==> config.mk <==
export PLATFORM = sky130hd
export DESIGN_NAME = h264_sps_geometry_parser_core
export DESIGN_NICKNAME = d
export VERILOG_FILES = /design/src/design/sps_pkg.sv /design/src/design/sps_ctrl.sv /design/src/design/sps_dpath.sv /design/src/design/h264_sps_geometry_parser_core.sv
export SDC_FILE = /design/constraint.sdc
export NUM_CORES = 1
export LEC_CHECK = 0
export ABC_AREA = 1
export BUFFER_PORTS_ARGS = -buffer_cell sky130_fd_sc_hd__buf_4
export CORE_MARGIN = 1.5
export CORE_UTILIZATION = 30
export DETAILED_ROUTE_END_ITERATION = 8
export PLACE_DENSITY = 0.54
export SLEW_MARGIN = 20
export SYNTH_ARGS = -nofsm -noshare
export SYNTH_HDL_FRONTEND = slang
export SYNTH_SLANG_ARGS = --single-unit
export TNS_END_PERCENT = 50
==> constraint.sdc <==
create_clock -name clk_i -period 11 [get_ports clk_i]
set_input_delay 2.2 -clock clk_i [delete_from_list [all_inputs] [get_ports clk_i]]
set_output_delay 2.2 -clock clk_i [all_outputs]
set_load 0.005 [all_outputs]
==> src/design/sps_pkg.sv <==
package sps_pkg;

  typedef enum logic [5:0] {
    ST_HDR       = 6'd0,
    ST_PROFILE   = 6'd1,
    ST_CONSTR    = 6'd2,
    ST_LEVEL     = 6'd3,
    ST_SPSID     = 6'd4,
    ST_CHROMA    = 6'd5,
    ST_RESID     = 6'd6,
    ST_BDL       = 6'd7,
    ST_BDC       = 6'd8,
    ST_BYPASS    = 6'd9,
    ST_SCALEFLAG = 6'd10,
    ST_SCALELIST = 6'd11,
    ST_LOG2FN    = 6'd12,
    ST_POCTYPE   = 6'd13,
    ST_POCLSB    = 6'd14,
    ST_DPOAZ     = 6'd15,
    ST_ONRP      = 6'd16,
    ST_OTTBF     = 6'd17,
    ST_NCYCLE    = 6'd18,
    ST_OFFREF    = 6'd19,
    ST_NREF      = 6'd20,
    ST_GAPS      = 6'd21,
    ST_WIDTH     = 6'd22,
    ST_HEIGHT    = 6'd23,
    ST_FMO       = 6'd24,
    ST_MBAFF     = 6'd25,
    ST_D8        = 6'd26,
    ST_CROPFLAG  = 6'd27,
    ST_CL        = 6'd28,
    ST_CR        = 6'd29,
    ST_CT        = 6'd30,
    ST_CB        = 6'd31,
    ST_VUI       = 6'd32,
    ST_ARFLAG    = 6'd33,
    ST_ARIDC     = 6'd34,
    ST_SAR       = 6'd35,
    ST_OVFLAG    = 6'd36,
    ST_OVAPP     = 6'd37,
    ST_VSFLAG    = 6'd38,
    ST_VSBITS    = 6'd39,
    ST_COLFLAG   = 6'd40,
    ST_COLBITS   = 6'd41,
    ST_CLFLAG    = 6'd42,
    ST_CLTOP     = 6'd43,
    ST_CLBOT     = 6'd44,
    ST_TIMFLAG   = 6'd45,
    ST_UNITS     = 6'd46,
    ST_SCALE     = 6'd47,
    ST_DONE      = 6'd48,
    ST_SKIP      = 6'd49
  } step_e;

  typedef enum logic [1:0] {
    CTL_IDLE = 2'd0,
    CTL_FEED = 2'd1,
    CTL_DIV  = 2'd2,
    CTL_OUT  = 2'd3
  } ctl_e;

  localparam logic [7:0] EMU_BYTE   = 8'h03;
  localparam logic [4:0] NAL_SPS    = 5'd7;
  localparam logic [7:0] EXT_SAR    = 8'd255;
  localparam int unsigned BYTE_BITS = 8;
  localparam int unsigned DIV_STEPS = 32;

  // Commands from the controller to the datapath.
  typedef struct packed {
    logic load_byte;
    logic feed_bit;
    logic div_start;
    logic div_step;
    logic clear;
  } sps_cmd_t;

  // Status from the datapath to the controller.
  typedef struct packed {
    logic drop;
  } sps_stat_t;

  // Width of a fixed-length field per syntax step; zero marks exp-Golomb.
  function automatic logic [5:0] fixed_bits(step_e s);
    logic [5:0] n;
    case (s)
      ST_HDR, ST_PROFILE, ST_CONSTR, ST_LEVEL, ST_SCALELIST, ST_ARIDC: n = 6'd8;
      ST_RESID, ST_BYPASS, ST_SCALEFLAG, ST_DPOAZ, ST_GAPS, ST_FMO, ST_MBAFF,
      ST_D8, ST_CROPFLAG, ST_VUI, ST_ARFLAG, ST_OVFLAG, ST_OVAPP, ST_VSFLAG,
      ST_COLFLAG, ST_CLFLAG, ST_TIMFLAG: n = 6'd1;
      ST_VSBITS: n = 6'd4;
      ST_COLBITS: n = 6'd24;
      ST_SAR, ST_UNITS, ST_SCALE: n = 6'd32;
      default: n = 6'd0;
    endcase
    return n;
  endfunction

endpackage

==> src/design/sps_ctrl.sv <==
module sps_ctrl
  import sps_pkg::*;
(
  input  logic      clk_i,
  input  logic      rst_ni,
  input  logic      in_valid_i,
  input  logic      last_byte_i,
  input  logic      out_stall_i,
  input  sps_stat_t stat_i,
  output sps_cmd_t  cmd_o,
  output logic      in_stall_o,
  output logic      out_valid_o
);

  ctl_e       state_q, state_d;
  logic [5:0] cnt_q, cnt_d;
  logic       last_q, last_d;
  logic       accept;

  assign accept = (state_q == CTL_IDLE) && in_valid_i;

  always_comb begin
    state_d = state_q;
    cnt_d   = cnt_q;
    last_d  = last_q;
    case (state_q)
      CTL_IDLE: begin
        if (accept) begin
          last_d = last_byte_i;
          cnt_d  = 6'(BYTE_BITS);
          if (!stat_i.drop) begin
            state_d = CTL_FEED;
          end else if (last_byte_i) begin
            state_d = CTL_DIV;
            cnt_d   = 6'(DIV_STEPS);
          end
        end
      end
      CTL_FEED: begin
        cnt_d = cnt_q - 6'd1;
        if (cnt_q == 6'd1) begin
          if (last_q) begin
            state_d = CTL_DIV;
            cnt_d   = 6'(DIV_STEPS);
          end else begin
            state_d = CTL_IDLE;
          end
        end
      end
      CTL_DIV: begin
        cnt_d = cnt_q - 6'd1;
        if (cnt_q == 6'd1) begin
          state_d = CTL_OUT;
        end
      end
      CTL_OUT: begin
        if (!out_stall_i) begin
          state_d = CTL_IDLE;
        end
      end
      default: state_d = CTL_IDLE;
    endcase
  end

  always_comb begin
    cmd_o           = '0;
    in_stall_o      = 1'b1;
    out_valid_o     = 1'b0;
    case (state_q)
      CTL_IDLE: begin
        in_stall_o      = 1'b0;
        cmd_o.load_byte = accept;
        cmd_o.div_start = accept && stat_i.drop && last_byte_i;
      end
      CTL_FEED: begin
        cmd_o.feed_bit  = 1'b1;
        cmd_o.div_start = (cnt_q == 6'd1) && last_q;
      end
      CTL_DIV: cmd_o.div_step = 1'b1;
      CTL_OUT: begin
        out_valid_o = 1'b1;
        cmd_o.clear = !out_stall_i;
      end
      default: ;
    endcase
  end

  always_ff @(posedge clk_i or negedge rst_ni) begin
    if (!rst_ni) begin
      state_q <= CTL_IDLE;
      cnt_q   <= '0;
      last_q  <= 1'b0;
    end else begin
      state_q <= state_d;
      cnt_q   <= cnt_d;
      last_q  <= last_d;
    end
  end

endmodule

==> src/design/sps_dpath.sv <==
module sps_dpath
  import sps_pkg::*;
#(
  parameter int unsigned MB_COUNT_LIMIT = 4096
) (
  input  logic        clk_i,
  input  logic        rst_ni,
  input  sps_cmd_t    cmd_i,
  input  logic [7:0]  data_byte_i,
  output sps_stat_t   stat_o,
  output logic        is_sps_o,
  output logic [16:0] pic_width_o,
  output logic [16:0] pic_height_o,
  output logic [16:0] line_stride_o,
  output logic [31:0] frame_rate_o,
  output logic        rate_present_o,
  output logic        ran_short_o
);

  localparam int unsigned MBW = $clog2(MB_COUNT_LIMIT + 1);
  localparam int unsigned CSW = MBW + 1;
  localparam logic [32:0] LIMIT33 = 33'(MB_COUNT_LIMIT);
  localparam logic [31:0] CROP_MAX = 32'(MB_COUNT_LIMIT - 1);

  logic [1:0]     zrun_q, zrun_d;
  logic [7:0]     sh_q, sh_d;
  step_e          step_q, step_d;
  logic [5:0]     lz_q, lz_d;
  logic [31:0]    acc_q, acc_d;
  logic [5:0]     fbl_q, fbl_d;
  logic [31:0]    cc_q, cc_d;
  logic           hp_q, hp_d;
  logic [1:0]     poc_q, poc_d;
  logic [MBW-1:0] wmb_q, wmb_d;
  logic [MBW-1:0] hmb_q, hmb_d;
  logic [CSW-1:0] crop_q, crop_d;
  logic [31:0]    upt_q, upt_d;
  logic [31:0]    cks_q, cks_d;
  logic           nal_q, nal_d;

  logic [32:0]    rem_q, rem_d;
  logic [31:0]    quo_q, quo_d;
  logic [32:0]    dvs_q, dvs_d;

  logic           bit_in;
  logic [5:0]     fixed_w;
  logic           fld_done;
  logic [31:0]    value;
  logic [31:0]    acc_sh;
  logic [32:0]    v_inc;
  logic [MBW-1:0] v_sat;
  logic [31:0]    v_crop;
  logic [31:0]    cc_dec;
  step_e          nxt;
  logic [32:0]    rem_sh;

  assign stat_o.drop = (zrun_q == 2'd2) && (data_byte_i == EMU_BYTE);

  assign bit_in  = sh_q[7];
  assign fixed_w = fixed_bits(step_q);
  assign acc_sh  = {acc_q[30:0], bit_in};
  assign v_inc   = {1'b0, value} + 33'd1;
  assign v_sat   = (v_inc > LIMIT33) ? MBW'(MB_COUNT_LIMIT) : v_inc[MBW-1:0];
  assign v_crop  = (value > CROP_MAX) ? CROP_MAX : value;
  assign cc_dec  = cc_q - 32'd1;

  // Bit-serial parse of one syntax element per step.
  always_comb begin
    zrun_d   = zrun_q;
    sh_d     = sh_q;
    step_d   = step_q;
    lz_d     = lz_q;
    acc_d    = acc_q;
    fbl_d    = fbl_q;
    cc_d     = cc_q;
    hp_d     = hp_q;
    poc_d    = poc_q;
    wmb_d    = wmb_q;
    hmb_d    = hmb_q;
    crop_d   = crop_q;
    upt_d    = upt_q;
    cks_d    = cks_q;
    nal_d    = nal_q;
    fld_done = 1'b0;
    value    = '0;
    nxt      = step_q;

    if (cmd_i.load_byte) begin
      if (stat_o.drop) begin
        zrun_d = 2'd0;
      end else begin
        zrun_d = (data_byte_i == 8'd0) ? ((zrun_q == 2'd2) ? 2'd2 : zrun_q + 2'd1) : 2'd0;
        sh_d   = data_byte_i;
      end
    end

    if (cmd_i.feed_bit) begin
      sh_d = {sh_q[6:0], 1'b0};
      if (step_q < ST_DONE) begin
        if ((fixed_w == 6'd0) && (fbl_q == 6'd0)) begin
          if (!bit_in) begin
            if (lz_q != 6'd63) begin
              lz_d = lz_q + 6'd1;
            end
          end else if (lz_q != 6'd0) begin
            fbl_d = lz_q;
          end else begin
            fld_done = 1'b1;
          end
        end else begin
          acc_d = acc_sh;
          fbl_d = fbl_q - 6'd1;
          if (fbl_q == 6'd1) begin
            fld_done = 1'b1;
            if (fixed_w != 6'd0) begin
              value = acc_sh;
            end else if (lz_q >= 6'd32) begin
              value = '1;
            end else begin
              value = ((32'd1 << lz_q[4:0]) - 32'd1) + acc_sh;
            end
          end
        end
      end

      if (fld_done) begin
        case (step_q)
          ST_HDR: begin
            nal_d = (value[4:0] == NAL_SPS);
            nxt   = (value[4:0] == NAL_SPS) ? ST_PROFILE : ST_SKIP;
          end
          ST_PROFILE: begin
            hp_d = (value == 32'd100) || (value == 32'd110) ||
                   (value == 32'd122) || (value == 32'd144);
            nxt  = ST_CONSTR;
          end
          ST_SPSID:     nxt = hp_q ? ST_CHROMA : ST_LOG2FN;
          ST_CHROMA:    nxt = (value == 32'd3) ? ST_RESID : ST_BDL;
          ST_RESID:     nxt = ST_BDL;
          ST_SCALEFLAG: nxt = (value != 32'd0) ? ST_SCALELIST : ST_LOG2FN;
          ST_SCALELIST: nxt = ST_LOG2FN;
          ST_POCTYPE: begin
            if (value == 32'd0) begin
              poc_d = 2'd0;
              nxt   = ST_POCLSB;
            end else if (value == 32'd1) begin
              poc_d = 2'd1;
              nxt   = ST_DPOAZ;
            end else begin
              poc_d = 2'd2;
              nxt   = ST_NREF;
            end
          end
          ST_POCLSB: nxt = ST_NREF;
          ST_NCYCLE: begin
            cc_d = value;
            nxt  = (value != 32'd0) ? ST_OFFREF : ST_NREF;
          end
          ST_OFFREF: begin
            cc_d = cc_dec;
            nxt  = (cc_dec != 32'd0) ? ST_OFFREF : ST_NREF;
          end
          ST_WIDTH: begin
            wmb_d = v_sat;
            nxt   = ST_HEIGHT;
          end
          ST_HEIGHT: begin
            hmb_d = v_sat;
            nxt   = ST_FMO;
          end
          ST_FMO: nxt = (value != 32'd0) ? ST_D8 : ST_MBAFF;
          ST_CROPFLAG: begin
            crop_d = '0;
            nxt    = (value != 32'd0) ? ST_CL : ST_VUI;
          end
          ST_CL: begin
            crop_d = crop_q + CSW'(v_crop);
            nxt    = ST_CR;
          end
          ST_CR: begin
            crop_d = crop_q + CSW'(v_crop);
            nxt    = ST_CT;
          end
          ST_CB:      nxt = ST_VUI;
          ST_VUI:     nxt = (value != 32'd0) ? ST_ARFLAG : ST_DONE;
          ST_ARFLAG:  nxt = (value != 32'd0) ? ST_ARIDC : ST_OVFLAG;
          ST_ARIDC:   nxt = (value == 32'(EXT_SAR)) ? ST_SAR : ST_OVFLAG;
          ST_SAR:     nxt = ST_OVFLAG;
          ST_OVFLAG:  nxt = (value != 32'd0) ? ST_OVAPP : ST_VSFLAG;
          ST_OVAPP:   nxt = ST_VSFLAG;
          ST_VSFLAG:  nxt = (value != 32'd0) ? ST_VSBITS : ST_CLFLAG;
          ST_VSBITS:  nxt = ST_COLFLAG;
          ST_COLFLAG: nxt = (value != 32'd0) ? ST_COLBITS : ST_CLFLAG;
          ST_COLBITS: nxt = ST_CLFLAG;
          ST_CLFLAG:  nxt = (value != 32'd0) ? ST_CLTOP : ST_TIMFLAG;
          ST_CLBOT:   nxt = ST_TIMFLAG;
          ST_TIMFLAG: nxt = (value != 32'd0) ? ST_UNITS : ST_DONE;
          ST_UNITS: begin
            upt_d = value;
            nxt   = ST_SCALE;
          end
          ST_SCALE: begin
            cks_d = value;
            nxt   = ST_DONE;
          end
          default: nxt = step_e'(step_q + 6'd1);
        endcase
        step_d = nxt;
        lz_d   = '0;
        acc_d  = '0;
        fbl_d  = fixed_bits(nxt);
      end
    end

    if (cmd_i.clear) begin
      zrun_d = '0;
      sh_d   = '0;
      step_d = ST_HDR;
      lz_d   = '0;
      acc_d  = '0;
      fbl_d  = fixed_bits(ST_HDR);
      cc_d   = '0;
      hp_d   = 1'b0;
      poc_d  = '0;
      wmb_d  = '0;
      hmb_d  = '0;
      crop_d = '0;
      upt_d  = '0;
      cks_d  = '0;
      nal_d  = 1'b0;
    end
  end

  // Restoring divider: time scale over twice the tick units, one quotient bit a cycle.
  assign rem_sh = {rem_q[31:0], quo_q[31]};

  always_comb begin
    rem_d = rem_q;
    quo_d = quo_q;
    dvs_d = dvs_q;
    if (cmd_i.div_start) begin
      rem_d = '0;
      quo_d = cks_d;
      dvs_d = {upt_d, 1'b0};
    end else if (cmd_i.div_step) begin
      if (rem_sh >= dvs_q) begin
        rem_d = rem_sh - dvs_q;
        quo_d = {quo_q[30:0], 1'b1};
      end else begin
        rem_d = rem_sh;
        quo_d = {quo_q[30:0], 1'b0};
      end
    end
  end

  always_ff @(posedge clk_i or negedge rst_ni) begin
    if (!rst_ni) begin
      zrun_q <= '0;
      sh_q   <= '0;
      step_q <= ST_HDR;
      lz_q   <= '0;
      acc_q  <= '0;
      fbl_q  <= fixed_bits(ST_HDR);
      cc_q   <= '0;
      hp_q   <= 1'b0;
      poc_q  <= '0;
      wmb_q  <= '0;
      hmb_q  <= '0;
      crop_q <= '0;
      upt_q  <= '0;
      cks_q  <= '0;
      nal_q  <= 1'b0;
    end else begin
      zrun_q <= zrun_d;
      sh_q   <= sh_d;
      step_q <= step_d;
      lz_q   <= lz_d;
      acc_q  <= acc_d;
      fbl_q  <= fbl_d;
      cc_q   <= cc_d;
      hp_q   <= hp_d;
      poc_q  <= poc_d;
      wmb_q  <= wmb_d;
      hmb_q  <= hmb_d;
      crop_q <= crop_d;
      upt_q  <= upt_d;
      cks_q  <= cks_d;
      nal_q  <= nal_d;
    end
  end

  always_ff @(posedge clk_i) begin
    rem_q <= rem_d;
    quo_q <= quo_d;
    dvs_q <= dvs_d;
  end

  logic [31:0] w32, h32, s32;
  logic        present;

  assign w32     = 32'(wmb_q) << 4;
  assign h32     = 32'(hmb_q) << 4;
  assign s32     = w32 + (32'(crop_q) << 1);
  assign present = nal_q && (step_q == ST_DONE) && (upt_q != 32'd0);

  assign is_sps_o       = nal_q;
  assign pic_width_o    = nal_q ? w32[16:0] : '0;
  assign pic_height_o   = nal_q ? h32[16:0] : '0;
  assign line_stride_o  = nal_q ? s32[16:0] : '0;
  assign frame_rate_o   = present ? quo_q : '0;
  assign rate_present_o = present;
  assign ran_short_o    = (step_q != ST_DONE) && (step_q != ST_SKIP);

endmodule

==> src/design/h264_sps_geometry_parser_core.sv <==
// H.264 SPS geometry parser. Each input beat carries one raw byte of an SPS NAL
// unit, header byte first, with last_byte_i set on the final byte. Emulation
// prevention bytes (0x03 after two zero bytes) are dropped, and the remaining
// bits are decoded MSB first, one bit per clock, through the SPS syntax up to
// the VUI timing info. Each accepted byte is fed through the bit-serial parser
// before the next byte is taken; a dropped byte is accepted but not fed. After
// the last byte a restoring divider forms the frame rate (the timing clock rate
// over twice the tick unit count), and the single result beat is then held on
// the output until it is taken, after which the parser returns to its reset
// state. Macroblock counts saturate at MB_COUNT_LIMIT, and each crop offset at
// one less than that.
module h264_sps_geometry_parser_core
  import sps_pkg::*;
#(
  parameter int unsigned MB_COUNT_LIMIT = 4096
) (
  input  logic        clk_i,
  input  logic        rst_ni,
  input  logic        in_valid_i,
  output logic        in_stall_o,
  input  logic [7:0]  data_byte_i,
  input  logic        last_byte_i,
  output logic        out_valid_o,
  input  logic        out_stall_i,
  output logic        is_sps_o,
  output logic [16:0] pic_width_o,
  output logic [16:0] pic_height_o,
  output logic [16:0] line_stride_o,
  output logic [31:0] frame_rate_o,
  output logic        rate_present_o,
  output logic        ran_short_o
);

  sps_cmd_t  cmd;
  sps_stat_t stat;

  // The controller sequences byte loads, bit feeding, division and output.
  sps_ctrl u_ctrl (
    .clk_i       (clk_i),
    .rst_ni      (rst_ni),
    .in_valid_i  (in_valid_i),
    .last_byte_i (last_byte_i),
    .out_stall_i (out_stall_i),
    .stat_i      (stat),
    .cmd_o       (cmd),
    .in_stall_o  (in_stall_o),
    .out_valid_o (out_valid_o)
  );

  // The datapath holds the syntax state, the decoded fields and the divider.
  sps_dpath #(
    .MB_COUNT_LIMIT (MB_COUNT_LIMIT)
  ) u_dpath (
    .clk_i          (clk_i),
    .rst_ni         (rst_ni),
    .cmd_i          (cmd),
    .data_byte_i    (data_byte_i),
    .stat_o         (stat),
    .is_sps_o       (is_sps_o),
    .pic_width_o    (pic_width_o),
    .pic_height_o   (pic_height_o),
    .line_stride_o  (line_stride_o),
    .frame_rate_o   (frame_rate_o),
    .rate_present_o (rate_present_o),
    .ran_short_o    (ran_short_o)
  );

`ifndef ASSERT_OFF
  // While a result is waiting, no new byte may enter.
  assert property (@(posedge clk_i) disable iff (!rst_ni)
    out_valid_o |-> in_stall_o)
    else $error("byte accepted while result pending");

  // A frame rate is only reported for a fully parsed unit.
  assert property (@(posedge clk_i) disable iff (!rst_ni)
    (out_valid_o && rate_present_o) |-> (!ran_short_o && is_sps_o))
    else $error("rate reported for short or non-SPS unit");

  // A unit that is not an SPS reports no geometry.
  assert property (@(posedge clk_i) disable iff (!rst_ni)
    (out_valid_o && !is_sps_o) |-> (pic_width_o == 17'd0 && line_stride_o == 17'd0))
    else $error("geometry reported for non-SPS unit");
`endif

endmodule
* Word-level counts from Yosys, hierarchy flattened
Memory sizes are Yosys's and may differ from the RTL's.
Index checks and enable logic that the tools add are counted.
** Cells by class
- Add/subtract/negate cells :: 12
- Multipliers :: 0
- Div/mod/pow operators :: 0
- $lt $le $gt $ge :: 5
- Eq/ne operators :: 61
- Shift-type cells :: 1
- Muxes and demuxes :: 128
- Bitwise operators :: 0
- Reductions and logical operators :: 54
** Operators with widths (number)
- $mux 32 :: 22
- $pmux 6 s33 :: 1
- $mux 6 :: 27
- $mux 31 :: 5
- $mux 13 :: 9
- $eq 32x7->1 const B :: 3
- $eq 6x6->1 const B :: 16
- $reduce_bool 32->1 :: 3
- $eq 32x8->1 const B :: 2
- $pmux 32 s2 :: 1
- $sub 32x1->32 const B :: 2
- $mux 14 :: 4
- $eq 6x5->1 const B :: 9
- $mux 17 :: 3
- $add 32x1->33 const B :: 1
- $ge 33x33->1 :: 1
- $gt 33x13->1 const B :: 1
- $add 32x32->32 :: 1
- $eq 32x1->1 const B :: 1
- $eq 32x2->1 const B :: 1
- $gt 32x12->1 const B :: 1
- $logic_not 32->1 :: 1
- $mux 8 :: 4
- $shl 1x5->32 const A :: 1
- 44 further kinds :: 141
** Storage, ports and cells
- Flip-flop bits (word level) :: 302
- Bits in latches :: 0
- RAM bits :: 0
- Bits in read-only memories :: 640
- Output and inout bits :: 88
- Logic and storage cells :: 283
- Memories kept :: 2
** Memory list
- (name not given) :: words 64, width 5, rd ports 1, clocked after memory_dff 0, wr ports 0, RTL line sps_pkg.sv:86 : case (s)
- (name not given) :: words 64, width 5, rd ports 1, clocked after memory_dff 0, wr ports 0, RTL line sps_pkg.sv:86

* Depth between registers and ports, before layout
An unclocked memory read counts as a cell.
- Depth after elaboration :: 19
- Depth in mapped cells :: 45

* Hierarchy
From an unflattened synthesis, not the netlist that was laid out.
** Second synthesis, totals
- Cell total of the unflattened synthesis :: 3577
- Area total of the unflattened synthesis :: 24003.0 um^2
** Modules (own cells, without submodules)
- sps_dpath :: times used 1, cells each 3482, area an instance 23289.8 um^2
- sps_ctrl :: times used 1, cells each 95, area an instance 713.2 um^2

* Least setup slack after synthesis
OpenSTA, ideal clock, no wires.
- Path kind :: register -> register
- From :: register u_dpath.lz_q[2]
- To :: register u_dpath.crop_q[12]
- Library setup time :: 0.121 ns
- Arrival time :: 6.116 ns
- Data required time :: 10.879 ns
- Setup slack :: 4.763 ns
- Stages on the path, launching flop included :: 40
- Path through :: dfrtp_1 > clkbuf_1 > inv_1 > buf_1 > ha_1 > nand3_1 > ha_1 > inv_1 > ha_1 > nand2_1 > nand3_1 > nand2_1 > nand2_1 > nand2_1 > nand2_1 > xnor2_1 > nand2_1 > nand2_1 > [... 4 more ...] > clkbuf_1 > nand2_1 > ha_1 > fa_1 > and3_1 > a211oi_1 > nor2_1 > o21ai_0 > nand2_1 > a21oi_1 > o21ai_0 > a21oi_1 > o21bai_1 > a21oi_1 > o21ai_0 > nor2_1 > nor2_1 > a22o_1
** Between the ends
- Longest elaborated chain between the ends :: 17
** Ends and longest elaborated chain
- from (decl) :: RTL line sps_dpath.sv:28 : logic [5:0] lz_q, lz_d;
- from (signal assigned) :: RTL line sps_dpath.sv:277 : lz_q <= lz_d;
- $shl 1x5->32 :: RTL line sps_dpath.sv:120 : value = ((32'd1 << lz_q[4:0]) - 32'd1) + acc_sh;
- $sub 32x1->32 :: RTL line sps_dpath.sv:120
- $add 32x32->32 :: RTL line sps_dpath.sv:120
- $mux 32 :: RTL line sps_dpath.sv:117 : end else if (lz_q >= 6'd32) begin
- $mux 32 :: RTL line sps_dpath.sv:115 : if (fixed_w != 6'd0) begin
- $mux 32 :: RTL line sps_dpath.sv:113 : if (fbl_q == 6'd1) begin
- $mux 32 :: RTL line sps_dpath.sv:100 : if ((fixed_w == 6'd0) && (fbl_q == 6'd0)) begin
- $mux 32 :: RTL line sps_dpath.sv:99 : if (step_q < ST_DONE) begin
- $mux 32 (2 in a row) :: RTL line sps_dpath.sv:97 : if (cmd_i.feed_bit) begin
- $gt 32x12->1 :: RTL line sps_dpath.sv:64 : assign v_crop = (value > CROP_MAX) ? CROP_MAX : value;
- $mux 14 :: RTL line sps_dpath.sv:64
- $add 14x14->14 :: RTL line sps_dpath.sv:177, sps_dpath.sv:181
- $pmux 14 s2 :: RTL line sps_dpath.sv:127 : case (step_q)
- $mux 14 :: RTL line sps_dpath.sv:126 : if (fld_done) begin
- $mux 14 :: RTL line sps_dpath.sv:97
- $mux 14 :: RTL line sps_dpath.sv:215 : if (cmd_i.clear) begin
- to (signal assigned) :: RTL line sps_dpath.sv:285 : crop_q <= crop_d;
- to (decl) :: RTL line sps_dpath.sv:36 : logic [CSW-1:0] crop_q, crop_d;
Parallel ways exist; a longest one is shown, timed or not. The select of a mux whose other input is x is not followed.
A chain may end at the register's enable or synchronous reset.

* Worst setup path after layout
- From :: register u_dpath.lz_q[4]
- To :: register u_dpath.crop_q[12]
Same word-level chain as after synthesis.

==> flow_metrics.py <==
metrics = {
    "run_status": {
        "outcome": "complete, no violations",
    },
    "placed_design": {
        "hpwlAfterDp_mm": 60.7,
        "gp_congestion": 0.927,
        "dpl_worst_slack_ns": 3.71,
        "io_buffers": 91,
        "dpl_cell_area_sq_um": 25500,
    },
    "route": {
        "drtAntennaViolNets": 0,
        "drc": 0,
        "firstDrtPassIters": 6,
        "via_per_inst": 4.90,
        "routed_wirelength_mm": 79.9,
        "wl_per_cell_microns": 17.4,
        "vias": 22500,
        "dr.first_iter.drc_count": 1718,
    },
    "die": {
        "die_area_sq_um": 81100,
        "start_util": 0.302,
        "pin_count": 101,
        "core_sq_um": 78900,
        "fp.dieH_microns": 285,
        "dieWidth_microns": 285,
        "rows": 103,
    },
    "power_and_ir_drop": {
        "vdd_drop_max_mv": 0.167,
        "p_sw_mw": 4.21,
        "power.internal_mw": 3.73,
        "pwr_density_cell_nw_per_um2": 296,
        "p_leak_nw": 14.0,
        "pwr-share-comb": 0.641,
        "power_frac_clock": 0.165,
        "p_seq_frac": 0.194,
        "power_switching_share": 0.530,
    },
    "timing": {
        "clock_skew_ns": 0.0340,
        "slew_headroom": 0.296,
        "worst_slack_ns": 3.57,
        "maxSlewViolCount": 0,
        "tightestPinTransition_ns": 1.05,
        "fin_crit_sh": 0.675,
        "hold_violations": 0,
        "setup_tns_ns": 0,
        "holdWs_ns": 0.465,
        "finalSetupViolations": 0,
        "min_period_ns": 7.43,
        "fmax_ghz": 0.135,
        "rsz0062_at_grt": "false",
    },
    "setup_path": {
        "path_max_fanout": 19,
        "worst_path_max_delay_cell": "dfrtp_1",
        "path_common_cell": "nand2_1",
        "slowest_delay_ns": 0.72,
        "worstPathRequired_ns": 11.43,
        "crit_path_end_kind": "register",
        "path_class": "reg -> reg",
        "start_kind": "register",
        "cp.arrival_ns": 7.86,
    },
    "yosys": {
        "yosys_most_used_dff": "dfrtp_1",
        "synthCells": 3477,
        "yosys_register_bits": 302,
        "yosysUniqueCellTypes": 65,
        "synth-seq-area-share": 0.324,
        "synth.cell_area_sq_um": 23800,
        "synth_edf_count": 64,
        "avgSynthCellArea_sq_um": 6.85,
        "async_flop_share": 0.682,
        "ys_warn_count": 0,
    },
    "clock_network": {
        "htreeDepth": 2,
        "clock_latency_ns": 0.57,
        "numClockSinks": 302,
        "path_clk_slew_ns": 0.06,
        "clockBufferDepth": 3,
        "cts_repair_resize_count": 0,
        "post_cts_buffers": 0,
        "cts_buffers": 39,
        "cts_tree": "yes",
        "cts-root-buf": "clkbuf_16",
        "holdBufCountCts": 0,
    },
    "grt": {
        "grt-ovfl-total": 0,
        "first_global_vias": 21300,
        "grt_max_degree": 87,
        "grt_pass1_wl_mm": 125,
        "antenna_found_initial": 0,
        "grt_use_total": 0.194,
    },
    "layout": {
        "fillCellCount": 8625,
        "drive_gt1_frac": 0.0896,
        "layout.nets": 3685,
        "antenna_cells": 0,
        "design_area_sq_um": 26800,
        "syn_to_final_growth_pct": 12.4,
    },
    "min_path": {
        "hold_class": "reg -> reg",
    },
    "flow_run": {
        "maxCapViolCount": 0,
    },
}
## stage by stage
stage / std cells / util / power (mW)
3_5_place_dp: 4529 / 0.323 / 6.58
4_1_cts: 4600 / 0.340 / 7.93
5_1_grt: 4600 / 0.340 / 8.70
6_report: 4600 / 0.340 / 7.94
3_3_place_gp: 4529 / 0.323 / 6.59
2_1_floorplan: 3486 / - / 5.33
## synthesized netlist by cell type, drive strengths merged (31+ instances only)
cell | instances | share of area
nand2 | 854 | 0.14
a21oi | 168 | 0.036
inv | 570 | 0.090
dfxtp | 32 | 0.027
nand4 | 94 | 0.025
buf | 48 | 0.013
xor2 | 66 | 0.025
edfxtp | 64 | 0.081
o21ai | 288 | 0.061
nor3 | 38 | 0.0080
nand3 | 205 | 0.049
nor2 | 431 | 0.079
ha | 148 | 0.078
clkbuf | 71 | 0.011
xnor2 | 34 | 0.012
o22ai | 31 | 0.0081
dfrtp | 205 | 0.22
## power by group through the flow
stage | clock network (mW) | logic (mW) | registers, mW
2_1_floorplan | 0 | 3.83 | 1.50
3_3_place_gp | 0 | 5.04 | 1.55
3_5_place_dp | 0 | 5.03 | 1.55
4_1_cts | 1.35 | 5.05 | 1.54
5_1_grt | 1.39 | 5.75 | 1.56
6_report | 1.31 | 5.09 | 1.54
## final timing paths
check                                  startpoint  slack [ns]            endpoint  cells after the start
worst min-delay path            u_dpath.rem_q[31]        0.47   u_dpath.rem_q[31]                      2
max in group asynchronous                  rst_ni        7.90    u_dpath.acc_q[3]                      2
worst max-delay path              u_dpath.lz_q[4]        3.57  u_dpath.crop_q[12]                     35
min in group asynchronous                  rst_ni        1.65    u_dpath.upt_q[5]                      1
worst max register to register    u_dpath.lz_q[4]        3.57  u_dpath.crop_q[12]                     35
worst min register to register  u_dpath.rem_q[31]        0.47   u_dpath.rem_q[31]                      2
## area by class of cell
| type | count | area, sq um | share of cell area |
|---|---|---|---|
| clock inverter | 23 | 263 | 0.00981 |
| tap | 1050 | 1310 | 0.0491 |
| inverter | 575 | 2160 | 0.0807 |
| clock buffer | 48 | 1050 | 0.0392 |
| timing repair buffer | 112 | 848 | 0.0317 |
| multi-input combinational | 2490 | 13400 | 0.501 |
| sequential | 302 | 7720 | 0.288 |
## state kept, by name, indices dropped and copies added, names as in the netlist, 8 cells and up
signal          flops
u_dpath.quo_q      32
u_dpath.dvs_q      32
u_dpath.acc_q      31
u_dpath.sh_q        8
u_dpath.hmb_q      13
u_dpath.cc_q       32
u_dpath.upt_q      32
u_dpath.rem_q      32
u_dpath.crop_q     14
u_dpath.wmb_q      13
u_dpath.cks_q      32
## cell families after synthesis
| logic type | synth area share |
|---|---|
| buffers and inverters | 0.115 |
| adder cells (fa/ha/maj) | 0.0811 |
| other | 0.000157 |
| AND/OR/NAND/NOR | 0.311 |
| AO/OA/AOI/OAI | 0.132 |
| flip-flops | 0.324 |
| XOR/XNOR | 0.0371 |
## layout by cell type (no fill, tap or decap), drive strengths merged, types with 34 or more instances in the layout
cell type / synthesis / layout
xnor2: 34 / 34
nand3: 205 / 205
inv: 570 / 570
o21ai: 288 / 288
edfxtp: 64 / 64
xor2: 66 / 66
nand4: 94 / 94
clkbuf: 71 / 48
nand2: 854 / 854
ha: 148 / 148
a21oi: 168 / 168
buf: 48 / 112
nor3: 38 / 38
nor2: 431 / 431
dfrtp: 205 / 205
## metal layers
| layer | routed length, microns | track usage | part of all wire | vias to the layer above |
|---|---|---|---|---|
| li1 | - | - | - | 11300 |
| met1 | 37000 | 0.267 | 0.46 | 10600 |
| met2 | 37200 | 0.322 | 0.47 | 548 |
| met3 | 3560 | 0.0206 | 0.045 | 98 |
| met4 | 2070 | 0.0536 | 0.026 | 0 |
| met5 | 0 | 0 | 0 | - |
## critical path, delay by kind of cell, from the launching register on
family	cells	cell delay, ns
buffers and inverters	4	1.09
adders and majority gates	4	1.16
AOI/OAI and AO/OA	10	1.64
and+or+nand+nor	17	2.65
DFF	1	0.72
(Power assumes the default switching activity.)
